<file path="config.mk">
export PLATFORM = sky130hd
export DESIGN_NAME = tcg_div
export DESIGN_NICKNAME = d
export VERILOG_FILES = /design/src/hdl/tcg_div.sv
export SDC_FILE = /design/constraint.sdc
export NUM_CORES = 1
export LEC_CHECK = 0
export ABC_AREA = 1
export CORE_AREA = 2 2 51 63
export DETAILED_ROUTE_END_ITERATION = 8
export DIE_AREA = 0 0 53 65
export DONT_BUFFER_PORTS = 1
export PLACE_DENSITY = 0.74
export SYNTH_ARGS = -nofsm -noshare
export SYNTH_HDL_FRONTEND = slang
export SYNTH_SLANG_ARGS = --single-unit
</file>
<file path="constraint.sdc">
create_clock -name clk -period 2.4 [get_ports clk]
set_clock_uncertainty 0.05 [all_clocks]
set_input_delay 0.36 -clock clk [delete_from_list [all_inputs] [get_ports clk]]
set_output_delay 0.36 -clock clk [all_outputs]
set_load 0.05 [all_outputs]
</file>
<file path="src/hdl/tcg_div.sv">
// ----------------------------------------------------------------------------
// tcg_div
// restoring divider, one quotient bit per cycle
// ----------------------------------------------------------------------------
module tcg_div #(
    parameter int N = 13,
    parameter int D = 5
) (
    input  logic         clk,
    input  logic         rst_n,
    input  logic         start,
    input  logic [N-1:0] dividend,
    input  logic [D-1:0] divisor,
    output logic         done,
    output logic [N-1:0] quotient
);

    localparam int CW = $clog2(N + 1);

    logic          busy_reg, busy_next;
    logic          done_reg, done_next;
    logic [CW-1:0] cnt_reg, cnt_next;
    logic [N-1:0]  q_reg, q_next;
    logic [D-1:0]  rem_reg, rem_next;
    logic [D-1:0]  dvs_reg, dvs_next;
    logic [D+1:0]  diff;
    logic          ge;

    // trial subtract of the shifted remainder
    assign diff = {1'b0, rem_reg, q_reg[N-1]} - {2'b00, dvs_reg};
    assign ge   = ~diff[D+1];

    always_comb
    begin
        busy_next = busy_reg;
        done_next = 1'b0;
        cnt_next  = cnt_reg;
        q_next    = q_reg;
        rem_next  = rem_reg;
        dvs_next  = dvs_reg;
        if (start)
        begin
            busy_next = 1'b1;
            cnt_next  = CW'(N);
            q_next    = dividend;
            rem_next  = '0;
            dvs_next  = divisor;
        end
        else if (busy_reg)
        begin
            rem_next = ge ? diff[D-1:0] : {rem_reg[D-2:0], q_reg[N-1]};
            q_next   = {q_reg[N-2:0], ge};
            cnt_next = cnt_reg - CW'(1);
            if (cnt_reg == CW'(1))
            begin
                busy_next = 1'b0;
                done_next = 1'b1;
            end
        end
    end

    always_ff @(posedge clk or negedge rst_n)
    begin
        if (!rst_n)
        begin
            busy_reg <= 1'b0;
            done_reg <= 1'b0;
            cnt_reg  <= '0;
            q_reg    <= '0;
            rem_reg  <= '0;
            dvs_reg  <= '0;
        end
        else
        begin
            busy_reg <= busy_next;
            done_reg <= done_next;
            cnt_reg  <= cnt_next;
            q_reg    <= q_next;
            rem_reg  <= rem_next;
            dvs_reg  <= dvs_next;
        end
    end

    assign done     = done_reg;
    assign quotient = q_reg;

endmodule

</file>
==> parameters.txt <==
Parameter                              Value

Placed design
  Dpl ws ... roughly 560 ps
  Routability-driven placement congestion ratio ... 0.9038
  Post-DP HPWL ... 2.204 mm
  PortBufs ... 0

Die
  Initial core utilization ... a little over half
  Width of the die ... 53 um
  # IOs ... 35
  Die boundary height ... 65 um
  Core box area ... a little under 3000 um^2
  Std-Cell Rows ... 22
  DIE AREA ... 3445 um^2

Global routing
  Busiest layer in global routing ... met2
  GR Layer Usage met1 ... a little under a quarter
  Pin count of the biggest net entering global routing ... 30
  Number of global-route vias before repair ... ~1,200
  Antenna violations before repair ... 0
  Residual overflow from global routing ... 0
  First-pass GRT wire length ... ~5.4 mm
  Met2 Track Usage GR ... between 30% and 40%
  Met3 Usage GRT ... about 7%
  GRT Overall Usage ... a little over a fifth

Synth
  Primary FF master, synth ... sky130_fd_sc_hd__dfrtp_1
  Post-synthesis async set-or-reset flop share ... between 90% and 100%
  Commonest cells in the synthesized netlist ... sky130_fd_sc_hd__nand2_1, sky130_fd_sc_hd__dfrtp_1, sky130_fd_sc_hd__inv_1
  Flip-flop and latch count after synthesis ... 29
  Total of warnings raised by yosys ... 0
  Share of the yosys chip area belonging to registers ... between 40% and 50%
  Synthesized Nets ... about 200
  Post-synthesis instance area ... between 1500 and 2000 um^2
  Area share of the leading cell type in the synthesized netlist ... a little under half
  Average instance area after synthesis ... roughly 9.3 um^2
  Number of synthesized flops with an enable pin ... 0
  Biggest area contributors in the synthesized netlist ... sky130_fd_sc_hd__dfrtp_1, sky130_fd_sc_hd__nand2_1, sky130_fd_sc_hd__o221ai_2, sky130_fd_sc_hd__inv_1, sky130_fd_sc_hd__ha_1
  Instance count of the mapped netlist ... roughly 170
  Library cells used by synthesis ... 26
  Cell taking the most area after synthesis ... sky130_fd_sc_hd__dfrtp_1
  Most frequent cell after synthesis ... sky130_fd_sc_hd__nand2_1

Detailed routing
  Drt via density ... 5.565
  Post-detailed-route DRC marker count ... 0
  Detail Route Antenna Nets ... 0
  1st-pass router iterations ... 4
  Count of routing violations after the opening detailed-route iteration ... 17
  Total wire length after detailed routing ... 2.991 mm
  Routed via count ... 1,163
  DR WL/cell ... 14.31 um

Setup path
  Kind of critical path ... reg -> reg
  Worst Path Required ... between 2000 and 3000 ps
  Crit path arrival time ... 2030 ps
  Sort of element at the start of the critical path ... flip-flop
  Top fanout value on the critical path ... 6
  Count of cells along the worst register-to-register path ... 11
  Register-to-Register Setup Slack ... 530 ps
  Worst flop-to-flop path startpoint ... quotient[12]
  Critical register-to-register path endpoint ... rem_reg[1]
  CP Capture Type ... flip-flop

Clocking
  Clock tree root driver cell ... sky130_fd_sc_hd__clkbuf_4
  Clock net sink count ... 29
  CTS Hold Buffers Added ... 2
  Clock-pin slew of the registers on the worst-case setup and hold paths ... 90 ps
  Cells resized by post-CTS repair ... 0
  Max Root-Sink Buffers ... 2
  H-tree Lvls ... 2
  Clock buffer count from CTS ... 5
  Post-CTS setup-driven buffer insertion count ... 0
  Clock tree from TritonCTS ... done
  Clock Latency Late Sink ... 320 ps

STA
  Number of endpoints failing setup at the final stage ... 0
  RSZ-0062 raised after global routing ... false
  Sum of negative setup slack ... 0 ps
  Minimum clock period ... about 1900 ps
  PnR worst setup slack ... about 530 ps
  Maximum clock rate ... between 0.5 and 0.6 GHz
  Count of endpoints failing hold in the final timing report ... 0
  Worst max-slew margin expressed relative to the limit ... roughly two thirds
  Final period util ... 77.79%
  Final number of max-transition violations ... 0
  Transition time at the pin with the least slew margin ... slightly above 500 ps

Power and ir drop
  Leakage dissipation ... approximately 0.81 nW
  PwrDens ... roughly 870 nW/um^2
  Largest vdd supply drop ... a little over 0.0005 V

Finish
  Sequential cell area ... 725.7 um^2
  Proportion of layout cells with a drive suffix above 1 ... 14.45%
  Filler cells ... 270
  Multi-input logic area ... slightly below 700 um^2
  Area growth from synthesis to layout ... 5.659%
  Antenna Cells ... 0
  Final-stage net count ... ~200
  Flip-flop count of the largest register, all copies and words added ... 13

Min path
  Terminating pin of the worst hold path ... done
  Type of the worst min-delay path ... in -> reg
  Start point of the worst min-delay path ... start
  Number of stages on the worst hold path ... 1

Status
  Status ... finished, final reports clean

Job
  Max cap viols ... 0
-- area by class of cell --
cell class                 instances  area share, %
timing repair buffer               3          2.295
tap                               36          2.754
inverter                          27          6.197
clock buffer                       8          2.984
multi-input combinational        106          41.39
sequential                        29          44.38
-- report_power, final --
group / internal [W] / leakage (nW) / total (W) / switching [W]
registers: 0.000559 / 0.350 / 0.000709 / 0.000150
logic: 0.000179 / 0.429 / 0.000451 / 0.000272
clock network: 0.000116 / 0.0265 / 0.000271 / 0.000154
-- cells by family after synthesis --
group                    after synthesis  synth area share [%]
AO/OA/AOI/OAI                         28                 15.68
XOR/XNOR                               1                0.5660
adder cells (fa/ha/maj)                8                 6.952
buffers and inverters                 32                 9.378
flip-flops                            29                 46.89
AND/OR/NAND/NOR                       69                 20.53
-- metal layers --
layer	part of all wire, %	wire, um
met5	0	0
met4	2.0	60
met3	4.8	145
met2	51	1540
met1	42	1245
-- metrics by stage --
step | instances | hold WS (ps) | area, um^2 | total power [W] | util (%)
6_report | 209 | 51.91 | 1635 | 0.001431 | 56.58
3_3_place_gp | 199 | 15.21 | 1556 | 0.001139 | 53.85
4_1_cts | 209 | 38.06 | 1635 | 0.001439 | 56.58
3_5_place_dp | 199 | 15.19 | 1556 | 0.001151 | 53.85
2_1_floorplan | 167 | 14.41 | 1548 | 0.001072 | -
5_1_grt | 209 | 25.92 | 1635 | 0.001540 | 56.58
-- worst max-delay path, stage by stage (launching register included) --
cell and delay [ps]:
sky130_fd_sc_hd__dfrtp_1 360, sky130_fd_sc_hd__inv_1 80, sky130_fd_sc_hd__ha_1 230, sky130_fd_sc_hd__fa_1 400, sky130_fd_sc_hd__inv_1 70, sky130_fd_sc_hd__nand2_1 50, sky130_fd_sc_hd__nand2_1 120, sky130_fd_sc_hd__nand3_4 120
sky130_fd_sc_hd__nand2_4 100, sky130_fd_sc_hd__nand2_1 60, sky130_fd_sc_hd__nand3_1 70, sky130_fd_sc_hd__nand2_1 50
-- worst max-delay path by stage --
stage | start | endpoint | slack, ps | cells after the start
floorplan | quotient[12] | rem_reg[3] | 300 | 11
global placement | quotient[12] | rem_reg[3] | 630 | 11
detailed placement | quotient[12] | rem_reg[1] | 560 | 11
CTS | quotient[12] | rem_reg[1] | 540 | 11
global route | quotient[12] | rem_reg[3] | 390 | 11
finish | quotient[12] | rem_reg[1] | 530 | 11
-- placed cells by master, fill, tap and decap left out, drive strengths merged --
master / instances
clkbuf: 8
fa: 1
buf: 2
o221ai: 9
nor4: 1
dlygate4sd3: 1
nor2: 6
nand3: 11
a21oi: 5
xor2: 1
o211ai: 2
nand2: 48
nand3b: 2
o21ai: 10
a22oi: 1
inv: 27
o22ai: 1
ha: 7
dfrtp: 29
or2: 1
Power figures use the tool's default switching activity.
