File: config.mk
export PLATFORM = sky130hd
export DESIGN_NAME = tcg_cfg
export DESIGN_NICKNAME = d
export VERILOG_FILES = /design/src/hdl/tcg_pkg.sv /design/src/hdl/tcg_cfg.sv
export SDC_FILE = /design/constraint.sdc
export NUM_CORES = 1
export LEC_CHECK = 0
export BUFFER_PORTS_ARGS = -buffer_cell sky130_fd_sc_hd__buf_2
export CAP_MARGIN = 10
export CORE_MARGIN = 10
export CORE_UTILIZATION = 51
export DETAILED_ROUTE_END_ITERATION = 10
export GPL_TIMING_DRIVEN = 0
export PLACE_DENSITY = 0.94
export SLEW_MARGIN = 20
export SYNTH_ARGS = -nofsm -noshare
export SYNTH_HDL_FRONTEND = slang
export SYNTH_SLANG_ARGS = --single-unit
File: constraint.sdc
create_clock -name clk -period 1.8 [get_ports clk]
set_input_delay 0.09 -clock clk [delete_from_list [all_inputs] [get_ports clk]]
set_output_delay 0.09 -clock clk [all_outputs]
set_load 0.05 [all_outputs]
File: src/hdl/tcg_pkg.sv
// ----------------------------------------------------------------------------
// tcg_pkg
// shared types, register codes and character constants of the glyph renderer
// ----------------------------------------------------------------------------
package tcg_pkg;

    localparam int PADDR_W = 5;
    localparam int PDATA_W = 32;

    typedef enum logic [2:0] {
        REG_XRES   = 3'd0,
        REG_YRES   = 3'd1,
        REG_CHARW  = 3'd2,
        REG_CHARH  = 3'd3,
        REG_FBBASE = 3'd4
    } reg_idx_t;

    typedef struct packed {
        logic [12:0] x_res;
        logic [12:0] y_res;
        logic [3:0]  char_w;
        logic [4:0]  char_h;
        logic [31:0] fb_base;
    } cfg_t;

    localparam logic [12:0] XRES_RST   = 13'd640;
    localparam logic [12:0] YRES_RST   = 13'd480;
    localparam logic [3:0]  CHARW_RST  = 4'd8;
    localparam logic [4:0]  CHARH_RST  = 5'd16;
    localparam logic [31:0] FBBASE_RST = 32'd0;

    localparam logic [1:0] ACT_PRINT  = 2'd0;
    localparam logic [1:0] ACT_LOAD   = 2'd1;
    localparam logic [1:0] ACT_CURSOR = 2'd2;

    localparam logic [7:0] CH_NUL   = 8'h00;
    localparam logic [7:0] CH_BS    = 8'h08;
    localparam logic [7:0] CH_TAB   = 8'h09;
    localparam logic [7:0] CH_LF    = 8'h0A;
    localparam logic [7:0] CH_CR    = 8'h0D;
    localparam logic [7:0] CH_SPACE = 8'h20;

    localparam logic [12:0] TAB_STEP = 13'd4;

    localparam logic KIND_GLYPH = 1'b0;
    localparam logic KIND_CLEAR = 1'b1;

    // effective glyph width, clamped to 1..8
    function automatic logic [3:0] eff_width(input logic [3:0] cw);
        logic [3:0] w;
        if (cw == 4'd0)
        begin
            w = 4'd1;
        end
        else if (cw > 4'd8)
        begin
            w = 4'd8;
        end
        else
        begin
            w = cw;
        end
        return w;
    endfunction

    // top w bits of a glyph byte are kept
    function automatic logic [7:0] keep_mask(input logic [3:0] w);
        logic [7:0] m;
        m = ~(8'hFF >> w);
        return m;
    endfunction

endpackage

File: src/hdl/tcg_cfg.sv
// ----------------------------------------------------------------------------
// tcg_cfg
// apb register file for frame geometry, glyph size and frame base
// ----------------------------------------------------------------------------
module tcg_cfg (
    input  logic                        clk,
    input  logic                        rst_n,
    input  logic                        psel,
    input  logic                        penable,
    input  logic                        pwrite,
    input  logic [tcg_pkg::PADDR_W-1:0] paddr,
    input  logic [tcg_pkg::PDATA_W-1:0] pwdata,
    output logic [tcg_pkg::PDATA_W-1:0] prdata,
    output tcg_pkg::cfg_t               cfg,
    output logic                        cfg_wr
);

    tcg_pkg::cfg_t     cfg_reg, cfg_next;
    tcg_pkg::reg_idx_t idx;
    logic              wr_en;

    assign idx   = tcg_pkg::reg_idx_t'(paddr[tcg_pkg::PADDR_W-1:2]);
    assign wr_en = psel & penable & pwrite;

    always_comb
    begin
        cfg_next = cfg_reg;
        if (wr_en)
        begin
            unique case (idx)
                tcg_pkg::REG_XRES:   cfg_next.x_res   = pwdata[12:0];
                tcg_pkg::REG_YRES:   cfg_next.y_res   = pwdata[12:0];
                tcg_pkg::REG_CHARW:  cfg_next.char_w  = pwdata[3:0];
                tcg_pkg::REG_CHARH:  cfg_next.char_h  = pwdata[4:0];
                tcg_pkg::REG_FBBASE: cfg_next.fb_base = pwdata;
                default:             cfg_next = cfg_reg;
            endcase
        end
    end

    always_comb
    begin
        unique case (idx)
            tcg_pkg::REG_XRES:   prdata = 32'(cfg_reg.x_res);
            tcg_pkg::REG_YRES:   prdata = 32'(cfg_reg.y_res);
            tcg_pkg::REG_CHARW:  prdata = 32'(cfg_reg.char_w);
            tcg_pkg::REG_CHARH:  prdata = 32'(cfg_reg.char_h);
            tcg_pkg::REG_FBBASE: prdata = cfg_reg.fb_base;
            default:             prdata = '0;
        endcase
    end

    always_ff @(posedge clk or negedge rst_n)
    begin
        if (!rst_n)
        begin
            cfg_reg.x_res   <= tcg_pkg::XRES_RST;
            cfg_reg.y_res   <= tcg_pkg::YRES_RST;
            cfg_reg.char_w  <= tcg_pkg::CHARW_RST;
            cfg_reg.char_h  <= tcg_pkg::CHARH_RST;
            cfg_reg.fb_base <= tcg_pkg::FBBASE_RST;
        end
        else
        begin
            cfg_reg <= cfg_next;
        end
    end

    assign cfg    = cfg_reg;
    // any write may change the character grid
    assign cfg_wr = wr_en;

endmodule

==> flow_summary.html <==
<table>
<tr><th>Metric</th><th>Value</th></tr>
<tr><th colspan="2">Floorplan</th></tr>
<tr><td>I/O pin total</td><td>around 140</td></tr>
<tr><td>Core Area</td><td>5960 um^2</td></tr>
<tr><td>Area of the die</td><td>just under 10000 um^2</td></tr>
<tr><td>Initial Util</td><td>0.527</td></tr>
<tr><td>Chip height</td><td>98.5 um</td></tr>
<tr><td>Count of standard-cell rows</td><td>28</td></tr>
<tr><td>Die X-Extent</td><td>between 90 and 100 um</td></tr>
<tr><th colspan="2">Worst setup path</th></tr>
<tr><td>R2r worst-path depth</td><td>1</td></tr>
<tr><td>Signal arrival time at the worst endpoint</td><td>~1600 ps</td></tr>
<tr><td>Setup crit end kind</td><td>output pin</td></tr>
<tr><td>Critical path startpoint category</td><td>flip-flop</td></tr>
<tr><td>Worst path max stage delay</td><td>approximately 540 ps</td></tr>
<tr><td>Crit-path slowest cell</td><td>dfstp_2</td></tr>
<tr><td>Maximum net fanout on the critical path</td><td>3</td></tr>
<tr><td>Crit-path cells</td><td>mux2i_1 &gt; or2_2 &gt; a21oi_2 &gt; buf_2</td></tr>
<tr><td>WP data required</td><td>about 1700 ps</td></tr>
<tr><td>WS Path Type</td><td>flip-flop to output pin</td></tr>
<tr><th colspan="2">Clock network</th></tr>
<tr><td>Skew-Pair Late Insertion Delay</td><td>roughly 330 ps</td></tr>
<tr><td>Clock tree root buffer cell</td><td>clkbuf_8</td></tr>
<tr><td>Number of buffers created by CTS</td><td>9</td></tr>
<tr><td>Clk slew on worst S/H paths</td><td>roughly 70 ps</td></tr>
<tr><td>TritonCTS clock tree</td><td>yes</td></tr>
<tr><td>TritonCTS sink count</td><td>67</td></tr>
<tr><td>Buffer count from post-CTS setup fixing</td><td>0</td></tr>
<tr><td>Count of H-tree levels built during CTS</td><td>3</td></tr>
<tr><td>Number of buffers on the longest clock path</td><td>2</td></tr>
<tr><th colspan="2">Run</th></tr>
<tr><td>Number of max-cap violations</td><td>0</td></tr>
<tr><th colspan="2">Placement</th></tr>
<tr><td>DP Wirelength</td><td>6880 um</td></tr>
<tr><td>Count of buffers inserted at the top-level ports</td><td>approximately 140</td></tr>
<tr><td>Global placement routability congestion</td><td>0.807</td></tr>
<tr><td>Placed insts</td><td>between 400 and 500</td></tr>
<tr><th colspan="2">Synthesis</th></tr>
<tr><td>Synth Area per Inst</td><td>between 10 and 15 um^2</td></tr>
<tr><td>Warnings, synthesis</td><td>0</td></tr>
<tr><td>Distinct cells, synth</td><td>28</td></tr>
<tr><td>Number of instances in the synthesized netlist</td><td>about 230</td></tr>
<tr><td>Post-synthesis async set-or-reset flop share</td><td>1.00</td></tr>
<tr><td>Ys flop type</td><td>dfrtp_1</td></tr>
<tr><td>Syn nets</td><td>around 270</td></tr>
<tr><td>Number of flops mapped to enable cells by yosys</td><td>0</td></tr>
<tr><td>Cell Area, Synth</td><td>between 3000 and 4000 um^2</td></tr>
<tr><td>Synth Register Bits</td><td>67</td></tr>
<tr><td>Register area share after synthesis</td><td>0.537</td></tr>
<tr><th colspan="2">STA</th></tr>
<tr><td>Post-route clock skew</td><td>0 ps</td></tr>
<tr><td>Period Utilization, post-route</td><td>0.949</td></tr>
<tr><td>Number of endpoints failing setup at the final stage</td><td>0</td></tr>
<tr><td>Final Slew Violations</td><td>0</td></tr>
<tr><td>Max-slew headroom at the worst pin</td><td>0.689</td></tr>
<tr><td>Post-route minimum period</td><td>1710 ps</td></tr>
<tr><td>Highest clock rate</td><td>585 MHz</td></tr>
<tr><td>Actual transition at the worst max-transition pin</td><td>about 470 ps</td></tr>
<tr><td>WHS</td><td>about 20 ps</td></tr>
<tr><td>Count of final hold-check violations</td><td>0</td></tr>
<tr><td>Unrepaired setup endpoints after global routing</td><td>false</td></tr>
<tr><th colspan="2">Finish</th></tr>
<tr><td>Count of placed standard cells in the final layout, fillers left out</td><td>about 480</td></tr>
<tr><td>Synthesis-to-finish area growth</td><td>39.5%</td></tr>
<tr><td>Antenna Diode Count</td><td>0</td></tr>
<tr><td>Number of nets in the final layout</td><td>between 400 and 500</td></tr>
<tr><td>Fin util</td><td>0.735</td></tr>
<tr><td>Number of flip-flops under the largest register name</td><td>67</td></tr>
<tr><td>Fraction of layout instances using a drive strength above 1</td><td>0.650</td></tr>
<tr><td>Count of fill cells added during filler insertion</td><td>~390</td></tr>
<tr><th colspan="2">Global route</th></tr>
<tr><td>Global-route wire length before repair</td><td>14900 um</td></tr>
<tr><td>Maximum number of pins on one net before global-route repair</td><td>39</td></tr>
<tr><td>Aggregate global-route resource usage</td><td>0.190</td></tr>
<tr><td>Initial antenna violation count</td><td>0</td></tr>
<tr><td>Via count of the first global-routing pass</td><td>approximately 2800</td></tr>
<tr><td>Total global routing overflow</td><td>0</td></tr>
<tr><th colspan="2">Route</th></tr>
<tr><td>Detailed-route wire length on metal 1</td><td>3620 um</td></tr>
<tr><td>First-pass DRT Iterations</td><td>4</td></tr>
<tr><td>Via density</td><td>~5.2</td></tr>
<tr><td>Initial DRC Count</td><td>33</td></tr>
<tr><td>Routed wire length on met3</td><td>between 800 and 900 um</td></tr>
<tr><td>DR DRC count</td><td>0</td></tr>
<tr><td>DR top layer</td><td>met4</td></tr>
<tr><td>Final routed wire length divided by cell count</td><td>20.0 um</td></tr>
<tr><td>Remaining antenna violation count</td><td>0</td></tr>
<tr><td>Vias post-DR</td><td>approximately 2500</td></tr>
<tr><td>Amount of wire on met2 after detailed routing</td><td>between 4000 and 5000 um</td></tr>
<tr><td>Final wirelength</td><td>9640 um</td></tr>
<tr><th colspan="2">Pwr</th></tr>
<tr><td>Leakage power</td><td>between 0.002 and 0.0025 uW</td></tr>
<tr><td>Power per cell area</td><td>between 1000 and 1500 nW/um^2</td></tr>
<tr><td>VDD IR max</td><td>0.719 mV</td></tr>
<tr><th colspan="2">Min path</th></tr>
<tr><td>WHS Path Cells</td><td>2</td></tr>
<tr><td>Worst hold path class</td><td>input port to flip-flop</td></tr>
<tr><th colspan="2">Status</th></tr>
<tr><td>Run status</td><td>finished, final reports clean</td></tr>
</table>
## cell families after synthesis
group,synth area share
muxes,0.296
AOI/OAI and AO/OA,0.0307
DFF,0.537
buffers and inverters,0.0299
and+or+nand+nor,0.106
## critical path, delay by kind of cell, from the launching register on
kind                   cells  cell delay (ps)
AOI/OAI and AO/OA          1              130
buffers and inverters      1              280
DFF                        1              540
muxes                      1               70
and+or+nand+nor            1              290
## layout make-up
type                            instances  area (um^2)  share of cell area
Sequential cell                        67         1690               0.385
Multi-Input combinational cell        150         1390               0.318
Timing Repair Buffer                  159          913               0.209
Clock buffer                           14          163              0.0372
Tap cell                               75         93.8              0.0214
Buffer                                 13         91.3              0.0209
Clock inverter                          2         35.0             0.00800
Inverter                                1         3.75            0.000857
## metrics by stage
stage | total power [uW] | setup slack, ps | setup TNS, ps | instance area [um^2]
after global placement | 4240 | -15.0 | -17.0 | 3950
after detailed placement | 4310 | -109 | -725 | 3980
after floorplan | 3700 | 3.22 | 0 | 3170
after CTS | 5600 | 21.7 | 0 | 4380
final | 5580 | 91.0 | 0 | 4380
after global routing | 5790 | 35.9 | 0 | 4380
## layer usage
metal | vias to the layer above | global-route usage
li1 | 1148 | -
met1 | 1248 | 0.201
met2 | 107 | 0.330
met3 | 15 | 0.0740
met4 | 0 | 0.0772
met5 | - | 0
## cell usage after synthesis, drive strengths merged (4+ instances only)
cell	n	share of area
a221o	4	0.013
clkbuf	4	0.0048
or2	8	0.016
mux2	71	0.25
buf	9	0.024
mux2i	13	0.041
dfrtp	59	0.47
nand2	8	0.0096
dfstp	8	0.067
and2	19	0.038
a21oi	8	0.013
nor2	7	0.0092
## layout by cell type (no fill, tap or decap), types with 2 or more instances in the layout
master / count
buf_2: 140
mux2_2: 70
dfrtp_1: 59
dlygate4sd3_1: 20
and2_1: 19
mux2i_1: 13
clkbuf_8: 11
or2_2: 8
nand2_1: 8
a21oi_2: 8
dfstp_2: 8
clkbuf_1: 6
nor2_1: 5
buf_6: 4
a221o_1: 4
buf_4: 3
nor2_2: 2
nor3_2: 2
## timing repair
action	CTS	global route
endpoints found under the hold margin	46	0
hold buffers	20	0
endpoints found under the setup margin	10	20
resized for setup	1	1
## path summary, 6_finish.rpt
kind,from,endpoint,slack (ps)
worst max register to register,cfg[24]$_DFFE_PN0P_,cfg[24]$_DFFE_PN0P_,990
max in group asynchronous,rst_n,cfg[17]$_DFFE_PN0P_,1040
worst max-delay path,cfg[47]$_DFFE_PN1P_,prdata[6],90
min in group asynchronous,rst_n,cfg[39]$_DFFE_PN0P_,230
worst min register to register,cfg[6]$_DFFE_PN0P_,cfg[6]$_DFFE_PN0P_,530
worst min-delay path,pwdata[11],cfg[52]$_DFFE_PN0P_,20
## where the power goes
group | leakage, uW | internal [uW] | switching [uW]
registers | 0.000838 | 1830 | 225
logic | 0.00133 | 613 | 1650
clock network | 0.000101 | 717 | 545
(Power assumes the default switching activity.)
